[src/rtl/btpc_pkg.sv]
// shared types and constants for the barometer compensation core
`default_nettype none
package btpc_pkg;
	typedef struct packed {
		logic [19:0] raw_pressure;
		logic [19:0] raw_temperature;
	} in_item_t;

	typedef struct packed {
		logic signed [31:0] temperature_centi;
		logic signed [31:0] fine_temperature;
		logic        [31:0] pressure_pa;
		logic               pressure_invalid;
	} out_item_t;

	localparam int unsigned DivBits = 32;

	localparam logic [1:0] REG_TEMP = 2'd0;
	localparam logic [1:0] REG_PLOW = 2'd1;
	localparam logic [1:0] REG_PMID = 2'd2;
	localparam logic [1:0] REG_PHIGH = 2'd3;

	localparam logic [31:0] OFFS_64000 = 32'd64000;
	localparam logic [31:0] OFFS_32768 = 32'd32768;
	localparam logic [31:0] OFFS_2_20 = 32'd1048576;
	localparam logic [31:0] SCALE_3125 = 32'd3125;
	localparam logic [31:0] ROUND_128 = 32'd128;

	function automatic logic [31:0] sx16(input logic [15:0] v);
		return {{16{v[15]}}, v};
	endfunction

	function automatic logic [31:0] asr(input logic [31:0] x, input int n);
		return 32'($signed(x) >>> n);
	endfunction
endpackage
`default_nettype wire

[src/rtl/btpc_div.sv]
// pipelined 32-bit unsigned divider, one quotient bit per stage
`default_nettype none
module btpc_div
	import btpc_pkg::*;
#(
	parameter type tag_t = logic
) (
	input  wire logic        clk,
	input  wire logic        arst_n,
	input  wire logic        en,
	input  wire logic        in_valid,
	input  wire logic [31:0] dividend,
	input  wire logic [31:0] divisor,
	input  wire tag_t        in_tag,
	output logic             out_valid,
	output logic [31:0]      quotient,
	output tag_t             out_tag
);
	logic               vld_q [DivBits];
	logic [31:0]        rem_q [DivBits];
	logic [31:0]        quo_q [DivBits];
	logic [31:0]        dvs_q [DivBits];
	tag_t               tag_q [DivBits];

	for (genvar i = 0; i < DivBits; i++) begin : g_st
		logic        vld_i;
		logic [31:0] rem_i, quo_i, dvs_i;
		tag_t        tag_i;
		logic [32:0] trial;
		logic [32:0] diff;
		if (i == 0) begin : g_first
			assign vld_i = in_valid;
			assign rem_i = '0;
			assign quo_i = dividend;
			assign dvs_i = divisor;
			assign tag_i = in_tag;
		end else begin : g_next
			assign vld_i = vld_q[i-1];
			assign rem_i = rem_q[i-1];
			assign quo_i = quo_q[i-1];
			assign dvs_i = dvs_q[i-1];
			assign tag_i = tag_q[i-1];
		end
		assign trial = {rem_i, quo_i[31]};
		assign diff  = trial - {1'b0, dvs_i};
		always_ff @(posedge clk or negedge arst_n) begin
			if (!arst_n) begin
				vld_q[i] <= 1'b0;
			end else if (en) begin
				vld_q[i] <= vld_i;
			end
		end
		always_ff @(posedge clk) begin
			if (en) begin
				rem_q[i] <= diff[32] ? trial[31:0] : diff[31:0];
				quo_q[i] <= {quo_i[30:0], ~diff[32]};
				dvs_q[i] <= dvs_i;
				tag_q[i] <= tag_i;
			end
		end
	end

	assign out_valid = vld_q[DivBits-1];
	assign quotient  = quo_q[DivBits-1];
	assign out_tag   = tag_q[DivBits-1];
endmodule
`default_nettype wire

[config.mk]
export PLATFORM = sky130hd
export DESIGN_NAME = btpc_div
export DESIGN_NICKNAME = d
export VERILOG_FILES = /design/src/rtl/btpc_pkg.sv /design/src/rtl/btpc_div.sv
export SDC_FILE = /design/constraint.sdc
export NUM_CORES = 2
export LEC_CHECK = 0
export ABC_CLOCK_PERIOD_IN_PS = 5050
export BUFFER_PORTS_ARGS = -buffer_cell sky130_fd_sc_hd__buf_2
export CAP_MARGIN = 20
export CORE_MARGIN = 2
export CORE_UTILIZATION = 40
export CTS_BUF_LIST = sky130_fd_sc_hd__clkbuf_4 sky130_fd_sc_hd__clkbuf_8 sky130_fd_sc_hd__clkbuf_16
export DETAILED_ROUTE_END_ITERATION = 10
export GPL_ROUTABILITY_DRIVEN = 1
export PLACE_DENSITY = 0.63
export SLEW_MARGIN = 20
export SYNTH_ARGS = -nofsm -noshare
export SYNTH_HDL_FRONTEND = slang
export SYNTH_SLANG_ARGS = --single-unit
[constraint.sdc]
create_clock -name clk -period 5.05 [get_ports clk]
set_input_delay 0.505 -clock clk [delete_from_list [all_inputs] [get_ports clk]]
set_output_delay 0.505 -clock clk [all_outputs]
set_load 0.01 [all_outputs]
==> metrics.txt <==
Avg Cell Area, Syn=12.5 sq um; DR iter-0 viols=7105; GR Overflow Total=0; worst hold path type=primary input to asynchronous set/reset pin; vias in the first global route=94000; routability cong.=0.903; I/O pin cnt=103; Slew Limit Fails=0; Antenna Nets Post-Route=0; Synth Flop Type=edfxtp_1; Storage cell area=0.0921 sq mm; core area=0.392 sq mm; CTS Buffer Depth=4; maximum VDD drop=~0.00043 V; Critical Path End=rem_q[0][254]$_DFFE_PP_; unrepaired setup endpoints after global routing=false; Placed Area=0.165 sq mm; first-pass GRT wire length=527000 um; PwrDens=about 670 mW/mm^2; flop-to-flop setup slack=0.36 ns; All-Layer GR Usage=16.4%; Cell Area, Synth=0.157 sq mm; Setup Slack @ Placement=0.444 ns; post-route DRC violation count=0; endpoints failing hold=0; CP startpoint=dvs_q[6][0]$_DFFE_PP_; Setup crit end kind=flop; final net count=14085; design area=0.177 sq mm; crit start category=flop; Yosys warning count=0; CTS tree=built; Pwr Total=119 mW; starting density of the core=40.1%; Synth cell types=96; die footprint=0.398 sq mm; I/O Buffers=102; CP Class=flop to flop; wire per inst=18.0 um; worst-margin pin slew=1.00 ns; Via density=between 5 and 6; cell accounting for the most synthesized area=edfxtp_1; ranking of synthesized cells by area=edfxtp_1 (58%), ha_1 (7.9%), mux2_2 (4.8%); H-tree depth=5; initial antenna violation count=2; share of layout cells above drive strength 1=11.9%; placed cell count=17793; total of max-cap violations=0; clock sink count=3072; Reg2Reg Capture Point=rem_q[0][254]$_DFFE_PP_; fin cells=~19000; setup ws final=roughly 0.36 ns; top-count cell post-synth=edfxtp_1; Die Span Y=631 um; drt pass-1 iters=5; share of the synthesized area in the top cell type=58.0%; pin count of the biggest net entering global routing=around 160; FP Rows=230; CTS root buffer=clkbuf_16; DP HPWL=between 200000 and 250000 um; Die Wd=631 um; Worst EP required=5.67 ns; register area share after synthesis=58.5%; ys async rst share=under 10%; WP data arrival=5.31 ns; leakage=approximately 71 nW; status=finished clean; most instantiated cells after synthesis=edfxtp_1 (3040), inv_1 (1284), ha_1 (993), a21oi_1 (868), nand2_1 (725); # setup viols final=0; Area Growth Syn to Fin=12.8%; # fillers=35471; via count=96658; final worst-path cycle share=92.8%; skew final=about 0.084 ns; Num CTS Buffers=350; routed wire length=333000 um; number of flops mapped to enable cells by yosys=3040; reg2reg start=dvs_q[6][0]$_DFFE_PP_; fmax=about 0.21 GHz; R2R depth=14; Max-slew headroom=31.3%; area taken by multi-input logic gates=0.0595 sq mm; #FFs+latches synth=slightly above 3000; fin crit period=4.69 ns; CP Max Fanout=15; clock slew seen by the registers of the worst setup and hold paths=~0.06 ns; setup TNS=0 ns; Post-Syn Instances=12615; post-cts sizing count=0; Clk Latency, worst-skew pair=0.96 ns
-- placed cells by master (no fill, tap or decap), types with 35 or more instances in the layout --
master	Yosys	final
o21ai_0	662	662
dlygate4sd3_1	0	67
edfxtp_1	3040	3040
inv_1	1284	1284
buf_4	11	89
nand2b_1	126	126
xnor2_1	506	502
clkinv_2	0	59
o211ai_1	59	59
clkbuf_4	0	55
a21boi_0	46	46
clkinv_1	0	64
nand2_1	725	725
or3_1	46	46
nor2b_1	154	154
buf_2	75	101
nand3_1	212	211
a211o_1	35	35
and2_1	51	51
o31ai_1	80	80
nor2_1	575	574
clkbuf_16	0	356
a31oi_1	113	113
ha_1	993	993
o21a_1	144	144
mux2_2	676	676
nor3_1	122	121
a211oi_1	92	91
o21bai_1	92	92
bufinv_16	0	44
a21o_1	471	471
and4_1	35	35
a21oi_1	868	868
nand4_1	116	116
mux2i_1	75	75
and3_1	92	92
xor2_1	274	268
buf_12	0	37
-- worst max-delay path, stage by stage (launching register included) --
cell      delay [ns]
edfxtp_1        0.56
ha_1            0.29
fa_1            0.40
nand2b_1        0.16
a21boi_0        0.22
o21ai_0         0.17
a211oi_1        0.40
o221a_2         0.36
a2111o_1        0.21
a21oi_2         0.09
mux2i_1         0.50
and2_1          0.36
inv_1           0.09
buf_4           0.22
mux2_2          0.30
-- power breakdown --
group / total (mW) / internal [mW] / leakage, nW / switching (mW)
logic: 51.9 / 24.0 / 35.0 / 27.8
clock network: 26.1 / 15.6 / 5.81 / 10.5
registers: 41.1 / 37.1 / 30.2 / 3.91
-- worst min path at each step --
stage | start | to | slack (ns) | depth (start not counted)
6_report | arst_n | g_st[27].vld_i$_DFFE_PN0P_ | 0.18 | 2
4_1_cts | arst_n | g_st[27].vld_i$_DFFE_PN0P_ | 0.1 | 2
5_1_grt | arst_n | g_st[27].vld_i$_DFFE_PN0P_ | 0.20 | 2
2_1_floorplan | arst_n | g_st[10].vld_i$_DFFE_PN0P_ | 0.21 | 0
3_5_place_dp | quo_q[0][71]$_DFFE_PP_ | quo_q[0][104]$_DFFE_PP_ | 0.40 | 0
3_3_place_gp | quo_q[6][10]$_DFFE_PP_ | quo_q[6][43]$_DFFE_PP_ | 0.40 | 0
-- per-stage QoR --
stage | utilization [%] | hold slack, ns
after floorplan | - | 0.209
after global placement | 42.1 | 0.400
after detailed placement | 42.1 | 0.405
after CTS | 45.3 | 0.0994
after global routing | 45.3 | 0.203
final | 45.3 | 0.184
-- registers in the layout, summed over array words and instances, names as in the netlist --
| name | flops |
|---|---|
| quo_q | 1024 |
| dvs_q | 992 |
| rem_q | 992 |
| tag_q | 32 |
| g_st.vld_i | 31 |
| out_valid | 1 |
-- cells by family after synthesis --
| kind of cell | share of synthesized area (%) |
|---|---|
| DFF | 58.5 |
| AOI/OAI and AO/OA | 12.3 |
| and+or+nand+nor | 7.32 |
| buffers and inverters | 3.85 |
| adders and majority gates | 8.28 |
| xor gates and xnor gates | 4.37 |
| muxes | 5.34 |
| other | 0.00238 |
-- metal layers --
metal / track usage (%) / part of all wire (%) / vias up
li1: - / - / 47590
met1: 21.5 / 44 / 46592
met2: 28.1 / 48 / 1873
met3: 1.91 / 3.9 / 603
met4: 5.57 / 3.4 / 0
met5: 0 / 0 / -
-- timing repair --
action	in CTS	in global routing
buffers inserted	0	0
hold buffers	67	0
hold endpoints to repair	98	0
-- final cells by class --
cell class | instances | area share (%)
diodes | 4 | 0.00564
clock buffers | 415 | 5.28
clock inverters | 223 | 1.40
inverters | 1287 | 2.72
multi-input cells | 7987 | 33.5
flip-flops and latches | 3072 | 51.9
well taps | 5220 | 3.68
repair buffers | 295 | 1.47
(Power assumes the default switching activity.)
